<file path="src/touch_packet_event_decoder_defines.svh">
// assertion macros shared by the touch packet event decoder sources
// each macro expects clk and rst to be in scope where it is used
`ifndef TOUCH_PACKET_EVENT_DECODER_DEFINES_SVH
`define TOUCH_PACKET_EVENT_DECODER_DEFINES_SVH

// same-cycle implication, disabled during reset
`define TPED_ASSERT_SAME(lbl, ante, cons, msg) \
  lbl: assert property (@(posedge clk) disable iff (rst) (ante) |-> (cons)) else $error(msg);

// next-cycle implication, disabled during reset
`define TPED_ASSERT_NEXT(lbl, ante, cons, msg) \
  lbl: assert property (@(posedge clk) disable iff (rst) (ante) |=> (cons)) else $error(msg);

// invariant that holds at every clock edge out of reset
`define TPED_ASSERT_ALWAYS(lbl, cond, msg) \
  lbl: assert property (@(posedge clk) disable iff (rst) (cond)) else $error(msg);

`endif

</file>
<file path="src/tped_pkg.sv">
// shared types, constants and the microcode rom of the touch packet event decoder
// no dependencies
`default_nettype none

package tped_pkg;

  // field widths
  localparam int BYTE_W     = 8;
  localparam int COORD_W    = 16;
  localparam int SIZE_W     = 14;
  localparam int KIND_W     = 3;
  localparam int CFG_IDX_W  = 3;
  localparam int CFG_DATA_W = 16;
  localparam int HDR_W      = 6;
  localparam int POS_W      = 3;

  // header decode
  localparam logic [HDR_W-1:0] HDR_MASK = 6'h3f;
  localparam logic [HDR_W-1:0] HDR_DOWN = 6'h11;
  localparam logic [HDR_W-1:0] HDR_UP   = 6'h10;

  // packet byte positions: zero awaits a header
  localparam logic [POS_W-1:0] BYTE_POS_HDR   = 3'd0;
  localparam logic [POS_W-1:0] BYTE_POS_FIRST = 3'd1;
  localparam logic [POS_W-1:0] BYTE_POS_LAST  = 3'd4;

  // scaling divide: size times distance fits in 30 bits
  localparam int PROD_W    = SIZE_W + COORD_W;
  localparam int DIV_STEPS = PROD_W;
  localparam int DIV_CNT_W = $clog2(DIV_STEPS);

  // configuration register indexes
  localparam logic [CFG_IDX_W-1:0] REG_SWAP_AXES   = 3'd0;
  localparam logic [CFG_IDX_W-1:0] REG_SCALED_MODE = 3'd1;
  localparam logic [CFG_IDX_W-1:0] REG_CAL_X_A     = 3'd2;
  localparam logic [CFG_IDX_W-1:0] REG_CAL_X_B     = 3'd3;
  localparam logic [CFG_IDX_W-1:0] REG_CAL_Y_A     = 3'd4;
  localparam logic [CFG_IDX_W-1:0] REG_CAL_Y_B     = 3'd5;
  localparam logic [CFG_IDX_W-1:0] REG_SCREEN_W    = 3'd6;
  localparam logic [CFG_IDX_W-1:0] REG_SCREEN_H    = 3'd7;

  // event codes, also the bit positions of the pending-event mask
  typedef enum logic [KIND_W-1:0] {
    EV_PROX_IN  = 3'd0,
    EV_MOTION   = 3'd1,
    EV_PRESS    = 3'd2,
    EV_RELEASE  = 3'd3,
    EV_PROX_OUT = 3'd4
  } event_kind_t;

  localparam int PEND_W = 5;

  // microcode sequencer
  localparam int UPC_W = 4;
  typedef logic [UPC_W-1:0] upc_t;

  localparam upc_t UPC_WAIT    = 4'd0;
  localparam upc_t UPC_MUL_X   = 4'd1;
  localparam upc_t UPC_GO_X    = 4'd2;
  localparam upc_t UPC_DIV_X   = 4'd3;
  localparam upc_t UPC_STORE_X = 4'd4;
  localparam upc_t UPC_MUL_Y   = 4'd5;
  localparam upc_t UPC_GO_Y    = 4'd6;
  localparam upc_t UPC_DIV_Y   = 4'd7;
  localparam upc_t UPC_STORE_Y = 4'd8;
  localparam upc_t UPC_EMIT    = 4'd9;
  localparam upc_t UPC_DONE    = 4'd10;

  // jump conditions: taken jumps load target, otherwise the step counter advances
  typedef enum logic [2:0] {
    COND_NEVER,
    COND_ALWAYS,
    COND_NO_PKT,
    COND_DIV_BUSY,
    COND_EV_PEND
  } cond_t;

  typedef struct packed {
    logic  rx_ready;
    logic  mul_load;
    logic  axis_y;
    logic  div_start;
    logic  store;
    logic  emit;
    cond_t cond;
    upc_t  target;
  } ucode_t;

  // control store
  function automatic ucode_t ucode_word(input upc_t upc);
    ucode_t w;
    w        = '0;
    w.cond   = COND_ALWAYS;
    w.target = UPC_WAIT;
    unique case (upc)
      UPC_WAIT: begin
        w.rx_ready = 1'b1;
        w.cond     = COND_NO_PKT;
        w.target   = UPC_WAIT;
      end
      UPC_MUL_X: begin
        w.mul_load = 1'b1;
        w.cond     = COND_NEVER;
      end
      UPC_GO_X: begin
        w.div_start = 1'b1;
        w.cond      = COND_NEVER;
      end
      UPC_DIV_X: begin
        w.cond   = COND_DIV_BUSY;
        w.target = UPC_DIV_X;
      end
      UPC_STORE_X: begin
        w.store = 1'b1;
        w.cond  = COND_NEVER;
      end
      UPC_MUL_Y: begin
        w.mul_load = 1'b1;
        w.axis_y   = 1'b1;
        w.cond     = COND_NEVER;
      end
      UPC_GO_Y: begin
        w.div_start = 1'b1;
        w.axis_y    = 1'b1;
        w.cond      = COND_NEVER;
      end
      UPC_DIV_Y: begin
        w.axis_y = 1'b1;
        w.cond   = COND_DIV_BUSY;
        w.target = UPC_DIV_Y;
      end
      UPC_STORE_Y: begin
        w.store  = 1'b1;
        w.axis_y = 1'b1;
        w.cond   = COND_NEVER;
      end
      UPC_EMIT: begin
        w.emit   = 1'b1;
        w.cond   = COND_EV_PEND;
        w.target = UPC_EMIT;
      end
      UPC_DONE: begin
        w.cond   = COND_ALWAYS;
        w.target = UPC_WAIT;
      end
      default: begin
        w.cond   = COND_ALWAYS;
        w.target = UPC_WAIT;
      end
    endcase
    return w;
  endfunction

endpackage

`default_nettype wire

</file>
<file path="src/tped_ifs.sv">
// valid/ready channels of the touch packet event decoder: received bytes and events
// depends on tped_pkg
`default_nettype none

interface tped_byte_if;
  import tped_pkg::*;
  logic              valid;
  logic              ready;
  logic [BYTE_W-1:0] rx_byte;

  modport source (output valid, output rx_byte, input ready);
  modport sink (input valid, input rx_byte, output ready);
endinterface

interface tped_event_if;
  import tped_pkg::*;
  logic               valid;
  logic               ready;
  logic [KIND_W-1:0]  event_kind;
  logic [COORD_W-1:0] pos_x;
  logic [COORD_W-1:0] pos_y;
  logic               last;

  modport source (output valid, output event_kind, output pos_x, output pos_y,
                  output last, input ready);
  modport sink (input valid, input event_kind, input pos_x, input pos_y,
                input last, output ready);
endinterface

`default_nettype wire

</file>
<file path="src/tped_div.sv">
// bit-serial restoring divider, one quotient bit per cycle
// depends on tped_pkg
`default_nettype none

module tped_div (
  input  wire logic                           clk,
  input  wire logic                           rst,
  input  wire logic                           start,
  input  wire logic [tped_pkg::PROD_W-1:0]    dividend,
  input  wire logic [tped_pkg::COORD_W-1:0]   divisor,
  output      logic                           busy,
  output      logic [tped_pkg::PROD_W-1:0]    quotient
);
  import tped_pkg::*;

  logic [COORD_W-1:0]   den;
  logic [COORD_W-1:0]   rem;
  logic [DIV_CNT_W-1:0] cnt;
  logic [COORD_W:0]     trial;
  logic                 fits;
  logic [COORD_W-1:0]   rem_next;

  // trial subtract of the shifted remainder
  always_comb begin
    trial    = {rem, quotient[PROD_W-1]};
    fits     = trial >= {1'b0, den};
    rem_next = fits ? COORD_W'(trial - {1'b0, den}) : trial[COORD_W-1:0];
  end

  // control
  always_ff @(posedge clk) begin
    if (rst) begin
      busy <= 1'b0;
      cnt  <= '0;
    end else if (start) begin
      busy <= 1'b1;
      cnt  <= '0;
    end else if (busy) begin
      cnt <= cnt + 1'b1;
      if (cnt == DIV_CNT_W'(DIV_STEPS - 1)) begin
        busy <= 1'b0;
      end
    end
  end

  // datapath: quotient bits shift in where dividend bits shift out
  always_ff @(posedge clk) begin
    if (start) begin
      den      <= divisor;
      rem      <= '0;
      quotient <= dividend;
    end else if (busy) begin
      rem      <= rem_next;
      quotient <= {quotient[PROD_W-2:0], fits};
    end
  end

endmodule

`default_nettype wire

</file>
<file path="src/touch_packet_event_decoder.sv">
// Touch packet event decoder: frames controller bytes into pen-down and pen-up
// packets and emits proximity, motion and button events with scaled coordinates.
// A byte that does not complete a packet is taken while the sequencer stays in its
// wait step. A complete packet runs the microcode program once, and the input is held
// off until it ends. Most of the program is the bit-serial divide for the calibration
// scaling, once per axis. Up to three events follow, one per cycle while the sink
// is ready. Bytes are not taken while the program runs; the last event may still
// wait in the output register while the next bytes come in. Configuration is
// written through cfg_we/cfg_index/cfg_wdata.
// Depends on tped_pkg, tped_ifs, tped_div and the assertion macro header.
`default_nettype none
`include "touch_packet_event_decoder_defines.svh"

module touch_packet_event_decoder (
  input  wire logic                            clk,
  input  wire logic                            rst,
  tped_byte_if.sink                            rx,
  tped_event_if.source                         evt,
  input  wire logic                            cfg_we,
  input  wire logic [tped_pkg::CFG_IDX_W-1:0]  cfg_index,
  input  wire logic [tped_pkg::CFG_DATA_W-1:0] cfg_wdata
);
  import tped_pkg::*;

  // configuration registers
  logic               swap_axes;
  logic               scaled_mode;
  logic [COORD_W-1:0] cal_x_a;
  logic [COORD_W-1:0] cal_x_b;
  logic [COORD_W-1:0] cal_y_a;
  logic [COORD_W-1:0] cal_y_b;
  logic [SIZE_W-1:0]  screen_w;
  logic [SIZE_W-1:0]  screen_h;

  // framing state
  logic [POS_W-1:0]   byte_pos;
  logic [BYTE_W-1:0]  coord_bytes [4];
  logic               in_proximity;
  logic               button_held;
  logic [PEND_W-1:0]  pend_mask;

  // sequencer
  upc_t   upc;
  upc_t   upc_next;
  ucode_t uc;
  logic   take;

  // datapath
  logic [HDR_W-1:0]   hdr;
  logic               rx_xfer;
  logic               pkt_fire;
  logic               pkt_pen;
  logic [COORD_W-1:0] raw_x;
  logic [COORD_W-1:0] raw_y;
  logic [COORD_W-1:0] raw_sel;
  logic [COORD_W-1:0] a_sel;
  logic [COORD_W-1:0] b_sel;
  logic [SIZE_W-1:0]  size_sel;
  logic [COORD_W:0]   d_diff;
  logic [COORD_W:0]   d_inv;
  logic [COORD_W:0]   s_diff;
  logic [COORD_W:0]   s_inv;
  logic [COORD_W-1:0] d_mag;
  logic [COORD_W-1:0] s_mag;
  logic [PROD_W-1:0]  prod_comb;
  logic [PROD_W-1:0]  prod;
  logic [COORD_W-1:0] span_mag;
  logic               span_zero;
  logic               quo_neg;
  logic               div_busy;
  logic [PROD_W-1:0]  div_quo;
  logic [SIZE_W-1:0]  scaled_v;
  logic [COORD_W-1:0] axis_res;
  logic [COORD_W-1:0] res_x;
  logic [COORD_W-1:0] res_y;

  // event output register
  logic               ev_valid;
  event_kind_t        ev_kind;
  logic [COORD_W-1:0] ev_x;
  logic [COORD_W-1:0] ev_y;
  logic               ev_last;
  logic               ev_load;
  event_kind_t        next_kind;
  logic [PEND_W-1:0]  pend_rest;

  // configuration writes
  always_ff @(posedge clk) begin
    if (rst) begin
      swap_axes   <= 1'b0;
      scaled_mode <= 1'b1;
      cal_x_a     <= 16'd0;
      cal_x_b     <= 16'd1024;
      cal_y_a     <= 16'd768;
      cal_y_b     <= 16'd0;
      screen_w    <= 14'd1024;
      screen_h    <= 14'd768;
    end else if (cfg_we) begin
      unique case (cfg_index)
        REG_SWAP_AXES:   swap_axes   <= cfg_wdata[0];
        REG_SCALED_MODE: scaled_mode <= cfg_wdata[0];
        REG_CAL_X_A:     cal_x_a     <= cfg_wdata;
        REG_CAL_X_B:     cal_x_b     <= cfg_wdata;
        REG_CAL_Y_A:     cal_y_a     <= cfg_wdata;
        REG_CAL_Y_B:     cal_y_b     <= cfg_wdata;
        REG_SCREEN_W:    screen_w    <= cfg_wdata[SIZE_W-1:0];
        REG_SCREEN_H:    screen_h    <= cfg_wdata[SIZE_W-1:0];
        default: ;
      endcase
    end
  end

  // control word of the current step
  assign uc = ucode_word(upc);

  // step counter with conditional jumps
  always_comb begin
    case (uc.cond)
      COND_ALWAYS:   take = 1'b1;
      COND_NO_PKT:   take = !pkt_fire;
      COND_DIV_BUSY: take = div_busy;
      COND_EV_PEND:  take = pend_mask != '0;
      default:       take = 1'b0;
    endcase
    upc_next = take ? uc.target : upc + 1'b1;
  end

  always_ff @(posedge clk) begin
    if (rst) begin
      upc <= UPC_WAIT;
    end else begin
      upc <= upc_next;
    end
  end

  // byte framing
  assign rx.ready = uc.rx_ready;
  assign rx_xfer  = rx.valid && rx.ready;
  assign hdr      = rx.rx_byte[HDR_W-1:0] & HDR_MASK;
  assign pkt_pen  = byte_pos == BYTE_POS_LAST;
  assign pkt_fire = rx_xfer && (pkt_pen || (byte_pos == BYTE_POS_HDR && hdr == HDR_UP));

  always_ff @(posedge clk) begin
    if (rst) begin
      byte_pos <= BYTE_POS_HDR;
      for (int i = 0; i < 4; i++) begin
        coord_bytes[i] <= '0;
      end
    end else if (rx_xfer) begin
      if (byte_pos != BYTE_POS_HDR) begin
        coord_bytes[2'(byte_pos - BYTE_POS_FIRST)] <= rx.rx_byte;
        byte_pos <= pkt_pen ? BYTE_POS_HDR : byte_pos + 1'b1;
      end else if (hdr == HDR_DOWN) begin
        byte_pos <= BYTE_POS_FIRST;
      end
    end
  end

  // pen state and the events that a packet owes
  always_ff @(posedge clk) begin
    if (rst) begin
      in_proximity <= 1'b0;
      button_held  <= 1'b0;
      pend_mask    <= '0;
    end else if (pkt_fire) begin
      pend_mask[EV_PROX_IN]  <= !in_proximity && pkt_pen;
      pend_mask[EV_MOTION]   <= 1'b1;
      pend_mask[EV_PRESS]    <= !button_held && pkt_pen;
      pend_mask[EV_RELEASE]  <= button_held && !pkt_pen;
      pend_mask[EV_PROX_OUT] <= in_proximity && !pkt_pen;
      in_proximity           <= pkt_pen;
      button_held            <= pkt_pen;
    end else if (ev_load) begin
      pend_mask <= pend_rest;
    end
  end

  // axis operand selection
  always_comb begin
    raw_x    = swap_axes ? {coord_bytes[2], coord_bytes[3]} : {coord_bytes[0], coord_bytes[1]};
    raw_y    = swap_axes ? {coord_bytes[0], coord_bytes[1]} : {coord_bytes[2], coord_bytes[3]};
    raw_sel  = uc.axis_y ? raw_y : raw_x;
    a_sel    = uc.axis_y ? cal_y_a : cal_x_a;
    b_sel    = uc.axis_y ? cal_y_b : cal_x_b;
    size_sel = uc.axis_y ? screen_h : screen_w;
  end

  // signed distance and span as sign and magnitude, then size times distance
  always_comb begin
    d_diff    = {1'b0, raw_sel} - {1'b0, b_sel};
    d_inv     = ~d_diff + 1'b1;
    d_mag     = d_diff[COORD_W] ? d_inv[COORD_W-1:0] : d_diff[COORD_W-1:0];
    s_diff    = {1'b0, a_sel} - {1'b0, b_sel};
    s_inv     = ~s_diff + 1'b1;
    s_mag     = s_diff[COORD_W] ? s_inv[COORD_W-1:0] : s_diff[COORD_W-1:0];
    prod_comb = {{(PROD_W-SIZE_W){1'b0}}, size_sel} * {{(PROD_W-COORD_W){1'b0}}, d_mag};
  end

  always_ff @(posedge clk) begin
    if (uc.mul_load) begin
      prod      <= prod_comb;
      span_mag  <= s_mag;
      span_zero <= s_diff == '0;
      quo_neg   <= d_diff[COORD_W] ^ s_diff[COORD_W];
    end
  end

  tped_div u_div (
    .clk      (clk),
    .rst      (rst),
    .start    (uc.div_start),
    .dividend (prod),
    .divisor  (span_mag),
    .busy     (div_busy),
    .quotient (div_quo)
  );

  // size minus the truncated quotient, clamped to the screen; zero when the span is empty
  always_comb begin
    if (span_zero) begin
      scaled_v = '0;
    end else if (quo_neg) begin
      scaled_v = size_sel;
    end else if (div_quo >= {{(PROD_W-SIZE_W){1'b0}}, size_sel}) begin
      scaled_v = '0;
    end else begin
      scaled_v = size_sel - div_quo[SIZE_W-1:0];
    end
    axis_res = scaled_mode ? {{(COORD_W-SIZE_W){1'b0}}, scaled_v} : raw_sel;
  end

  always_ff @(posedge clk) begin
    if (uc.store) begin
      if (uc.axis_y) begin
        res_y <= axis_res;
      end else begin
        res_x <= axis_res;
      end
    end
  end

  // lowest pending event goes next
  always_comb begin
    if (pend_mask[EV_PROX_IN]) begin
      next_kind = EV_PROX_IN;
    end else if (pend_mask[EV_MOTION]) begin
      next_kind = EV_MOTION;
    end else if (pend_mask[EV_PRESS]) begin
      next_kind = EV_PRESS;
    end else if (pend_mask[EV_RELEASE]) begin
      next_kind = EV_RELEASE;
    end else begin
      next_kind = EV_PROX_OUT;
    end
    pend_rest = pend_mask & (pend_mask - 1'b1);
    ev_load   = uc.emit && pend_mask != '0 && (!ev_valid || evt.ready);
  end

  // event output register
  always_ff @(posedge clk) begin
    if (rst) begin
      ev_valid <= 1'b0;
    end else if (ev_load) begin
      ev_valid <= 1'b1;
    end else if (evt.ready) begin
      ev_valid <= 1'b0;
    end
  end

  always_ff @(posedge clk) begin
    if (ev_load) begin
      ev_kind <= next_kind;
      ev_x    <= res_x;
      ev_y    <= res_y;
      ev_last <= pend_rest == '0;
    end
  end

  assign evt.valid      = ev_valid;
  assign evt.event_kind = ev_kind;
  assign evt.pos_x      = ev_x;
  assign evt.pos_y      = ev_y;
  assign evt.last       = ev_last;

  // checks
  `TPED_ASSERT_SAME(a_div_start_idle, uc.div_start, !div_busy, "divider started while busy")
  `TPED_ASSERT_ALWAYS(a_button_in_prox, !button_held || in_proximity, "button held out of proximity")
  `TPED_ASSERT_SAME(a_rx_after_events, rx_xfer, pend_mask == '0, "byte taken with events pending")
  `TPED_ASSERT_NEXT(a_store_after_div, uc.store, $past(!div_busy), "result stored before divide ended")

endmodule

`default_nettype wire

</file>
<file path="src/flat_wrapper.sv">
// flat-port wrapper written by rule: the top's interface ports become plain ports
module touch_packet_event_decoder_flat import tped_pkg::*;
  (clk, rst, cfg_we, cfg_index, cfg_wdata, rx_valid, rx_rx_byte, rx_ready, evt_valid, evt_event_kind, evt_pos_x, evt_pos_y, evt_last, evt_ready);
  tped_byte_if rx_i ();
  tped_event_if evt_i ();
  input  wire logic clk;
  input  wire logic rst;
  input  wire logic cfg_we;
  input  wire logic [tped_pkg::CFG_IDX_W-1:0] cfg_index;
  input  wire logic [tped_pkg::CFG_DATA_W-1:0] cfg_wdata;
  input wire logic [$bits(rx_i.valid)-1:0] rx_valid;
  input wire logic [$bits(rx_i.rx_byte)-1:0] rx_rx_byte;
  output wire logic [$bits(rx_i.ready)-1:0] rx_ready;
  output wire logic [$bits(evt_i.valid)-1:0] evt_valid;
  output wire logic [$bits(evt_i.event_kind)-1:0] evt_event_kind;
  output wire logic [$bits(evt_i.pos_x)-1:0] evt_pos_x;
  output wire logic [$bits(evt_i.pos_y)-1:0] evt_pos_y;
  output wire logic [$bits(evt_i.last)-1:0] evt_last;
  input wire logic [$bits(evt_i.ready)-1:0] evt_ready;
  assign rx_i.valid = rx_valid;
  assign rx_i.rx_byte = rx_rx_byte;
  assign rx_ready = rx_i.ready;
  assign evt_valid = evt_i.valid;
  assign evt_event_kind = evt_i.event_kind;
  assign evt_pos_x = evt_i.pos_x;
  assign evt_pos_y = evt_i.pos_y;
  assign evt_last = evt_i.last;
  assign evt_i.ready = evt_ready;
  touch_packet_event_decoder u_core (.clk(clk), .rst(rst), .rx(rx_i), .evt(evt_i), .cfg_we(cfg_we), .cfg_index(cfg_index), .cfg_wdata(cfg_wdata));
endmodule
</file>
<file path="config.mk">
export PLATFORM = sky130hd
export DESIGN_NAME = touch_packet_event_decoder_flat
export DESIGN_NICKNAME = d
export VERILOG_FILES = /design/src/tped_pkg.sv /design/src/tped_ifs.sv /design/src/tped_div.sv /design/src/touch_packet_event_decoder.sv /design/src/flat_wrapper.sv
export VERILOG_INCLUDE_DIRS = /design/src /design/src/src
export SDC_FILE = /design/constraint.sdc
export NUM_CORES = 1
export LEC_CHECK = 0
export BUFFER_PORTS_ARGS = -buffer_cell sky130_fd_sc_hd__buf_2
export CAP_MARGIN = 25
export CORE_MARGIN = 10
export CORE_UTILIZATION = 40
export DETAILED_ROUTE_END_ITERATION = 16
export GPL_ROUTABILITY_DRIVEN = 0
export PLACE_DENSITY_LB_ADDON = 0.05
export SLEW_MARGIN = 20
export SYNTH_ARGS = -nofsm -noshare
export SYNTH_HDL_FRONTEND = slang
export SYNTH_HIERARCHICAL = 1
export SYNTH_SLANG_ARGS = --single-unit
</file>
<file path="constraint.sdc">
create_clock -name clk -period 33 [get_ports clk]
set_input_delay 3.3 -clock clk [delete_from_list [all_inputs] [get_ports clk]]
set_output_delay 3.3 -clock clk [all_outputs]
set_load 0.01 [all_outputs]
</file>
==> impl_metrics.py <==
metrics = {
    "status": {
        "status": "finished, final reports clean",
    },
    "yosys": {
        "synth_compound_area_frac": 0.118,
        "ys_async_sr_fraction": 0,
        "ys_ff_latch": 324,
        "syn_nets": 3059,
        "ys_seq_area_frac": 0.340,
        "syn-instance-count": 2687,
        "ys.flop_type": "edfxtp_1",
        "synth_adder_area_share": 0.224,
        "synth-xor-area-share": 0.0412,
        "ys_warn_count": 6,
        "synth.avg_cell_area_um2": 9.23,
        "synth_edf_count": 194,
        "synth_cell_type_count": 92,
        "synth.mux.area_fraction": 0.0395,
        "synth-simple-area-share": 0.177,
        "synth_top_family_by_area": "adder cells",
        "synth_area_um2": 24800,
    },
    "global_route": {
        "grt_overflow": 0,
        "antenna_found_initial": 1,
        "globalRouteTotalUtil": 0.201,
        "grt_max_degree": 97,
        "first_global_vias": 18998,
        "grt_pass1_wl_um": 112000,
    },
    "layout": {
        "mostFrequentLayoutCells": "444 x nand2_1, 270 x inv_1, 231 x nor2_1",
        "syn_to_final_growth_pct": 10.1,
        "mostFrequentLayoutCell": "nand2_1",
        "antenna_cells": 0,
        "final_cells": 3585,
        "design_area_um2": 27300,
        "layout-drive-gt1-share": 0.0902,
        "final_nets": 3091,
    },
    "critical_path": {
        "r2r-start": "u_core/upc[0]",
        "worst_r2r_endpoint": "u_core/prod[27]",
        "critPathKind": "register to register",
        "critPathMaxStageDelay_ns": 0.61,
        "end_kind": "register",
        "cp_max_fo": 16,
        "reg2reg_depth": 43,
        "crit_path_start_kind": "register",
        "critPathSlowestCell": "xor2_1",
        "cp_data_arrival_time_ns": 12.34,
        "cp.required_ns": 33.31,
        "rrSetupSlack_ns": 20.98,
    },
    "min_path": {
        "holdPathEnd": "u_core/u_div/den[0]",
        "hold_path_class": "register to register",
        "hold_depth": 0,
        "hold_start": "u_core/span_mag[0]",
    },
    "power_and_ir_drop": {
        "power_density_nw_per_um2": 43.3,
        "p_leak_nw": 11.5,
        "peakVddDrop_mv": 0.0252,
        "p_total_mw": 1.18,
    },
    "clock_network": {
        "cts_hold_buf": 0,
        "clkTransAtPathRegs_ns": 0.06,
        "cts_setup_buffers": 0,
        "cts.sinks": 324,
        "clk_latency_ns": 0.57,
        "clockRootBuffer": "clkbuf_16",
        "cts.path.max_buffers": 3,
        "ctsResizeCount": 0,
        "numCtsBuffers": 39,
        "h-tree-depth": 2,
        "cts_tree": "yes",
    },
    "placed_design": {
        "place_area_um2": 26000,
        "io_buffer_count": 69,
        "pre_cts_slack_ns": 20.40,
        "dp_cells": 3512,
        "post-dp-hpwl_um": 54900,
    },
    "timing": {
        "finalClockSkew_ns": 0.0312,
        "worst_slew_pin_slew_ns": 0.980,
        "slew_headroom": 0.345,
        "period_share": 0.364,
        "period_minus_slack_ns": 12.02,
        "maxSlewViolCount": 0,
        "rsz0062_at_grt": "false",
        "fmax_mhz": 83.2,
        "finalHoldViolCount": 0,
        "setup_viol": 0,
        "timing.final.ws_setup_ns": 20.98,
        "finalSetupTns_ns": 0,
    },
    "floorplan": {
        "ioPinCount": 70,
        "num_rows": 91,
        "die_area_um2": 72400,
        "core_um2": 61600,
        "die_y_um": 269,
        "die_w_um": 269,
        "start_util": 0.403,
    },
    "route": {
        "wl_per_cell_um": 20.1,
        "drt_iter0_drc": 1393,
        "vias_per_cell": 5.32,
        "dr.pass1.iters": 5,
        "via_count": 19088,
        "antenna_left": 0,
        "wirelength_um": 72000,
        "drc_errors": 0,
    },
    "flow_run": {
        "max_cap_viol_count": 0,
    },
}
==> synthesized netlist by cell type (all sizes together), types with 7 or more instances <==
library cell  count  area, um^2
nor2b            33         206
a311oi            9        78.8
nand2b           42         263
fa              167        3340
nor4             14        93.8
nor2            232         871
mux2             42         473
nand4            26         163
o211ai           16         120
and3             17         106
xnor2            75         672
nor3             44         236
a21boi            8        63.8
buf              27         158
o21bai           12        90.1
nand2           444        1670
o21a              8        60.1
a21oi           178         902
a211oi           13         103
ha              173        2160
dfxtp           130        2600
or2               8        52.6
and2             47         294
clkbuf           82         308
or3              14        92.6
edfxtp          194        5830
mux2i            49         507
inv             272        1020
xor2             39         349
a31oi            17         113
nand3b            7        52.6
o22ai            10        62.6
a21o             26         203
a211o             7        61.3
nand3            37         185
o31ai            15         126
o21ai            72         360
==> cell type report <==
class | instances | area, um^2
fillers | 6034 | 34300
multi-input cells | 1979 | 14900
flip-flops and latches | 324 | 8430
clock buffers | 48 | 1070
well taps | 837 | 1050
inverters | 275 | 1030
repair buffers | 100 | 601
clock inverters | 22 | 218
==> layer usage <==
metal  vias to the layer above  GRT usage  share of wire
li1                       9170          -              -
met1                      9348      0.284           0.47
met2                       477      0.313           0.44
met3                        93     0.0340          0.056
met4                         0     0.0565          0.026
met5                         -          0              0
==> critical path, delay by kind of cell, from the launching register on <==
kind,cells,cell delay (ns)
muxes,1,0.57
DFF,1,0.40
buffers and inverters,7,0.62
xor gates and xnor gates,3,1.04
AOI/OAI and AO/OA,13,3.26
and+or+nand+nor,9,1.69
adders and majority gates,10,4.17
==> kinds of logic after synthesis <==
| family | count (synthesis) |
|---|---|
| mux | 91 |
| simple gates | 978 |
| xor+xnor | 114 |
| flops | 324 |
| buf+inv | 384 |
| fa+ha+maj | 345 |
| compound gates | 451 |
==> per-stage QoR <==
| stage | util | hold slack (ns) |
|---|---|---|
| after CTS | 0.442 | 0.416 |
| after floorplan | - | 0.400 |
| after global routing | 0.443 | 0.423 |
| final | 0.443 | 0.417 |
| after global placement | 0.421 | 0.404 |
| after detailed placement | 0.421 | 0.405 |
==> how the worst max path moves through the flow <==
| stage | slack (ns) | depth (start not counted) | to | start |
|---|---|---|---|---|
| finish | 20.98 | 43 | u_core/prod[27] | u_core/upc[0] |
| global route | 20.16 | 45 | u_core/prod[27] | u_core/upc[0] |
| CTS | 20.39 | 43 | u_core/prod[27] | u_core/upc[0] |
| detailed placement | 20.40 | 43 | u_core/prod[27] | u_core/upc[0] |
| global placement | 20.82 | 44 | u_core/prod[27] | u_core/upc[0] |
| floorplan | 21.42 | 52 | u_core/prod[27] | u_core/upc[0] |
==> power by group <==
group	internal (mW)	switching, mW
sequential	0.440	0.00585
combinational	0.110	0.193
clock	0.257	0.177
==> flip-flops by register name (all words and copies together), names as in the netlist, 16 cells and up <==
name	flops
u_core/coord_bytes	32
u_core/prod	30
u_core/u_div/quotient	30
u_core/cal_x_a	16
u_core/cal_x_b	16
u_core/cal_y_a	16
u_core/cal_y_b	16
u_core/evt.pos_x	16
u_core/evt.pos_y	16
u_core/res_x	16
u_core/res_y	16
u_core/span_mag	16
u_core/u_div/den	16
u_core/u_div/rem	16
No activity file was read; power rests on OpenSTA's default activity.
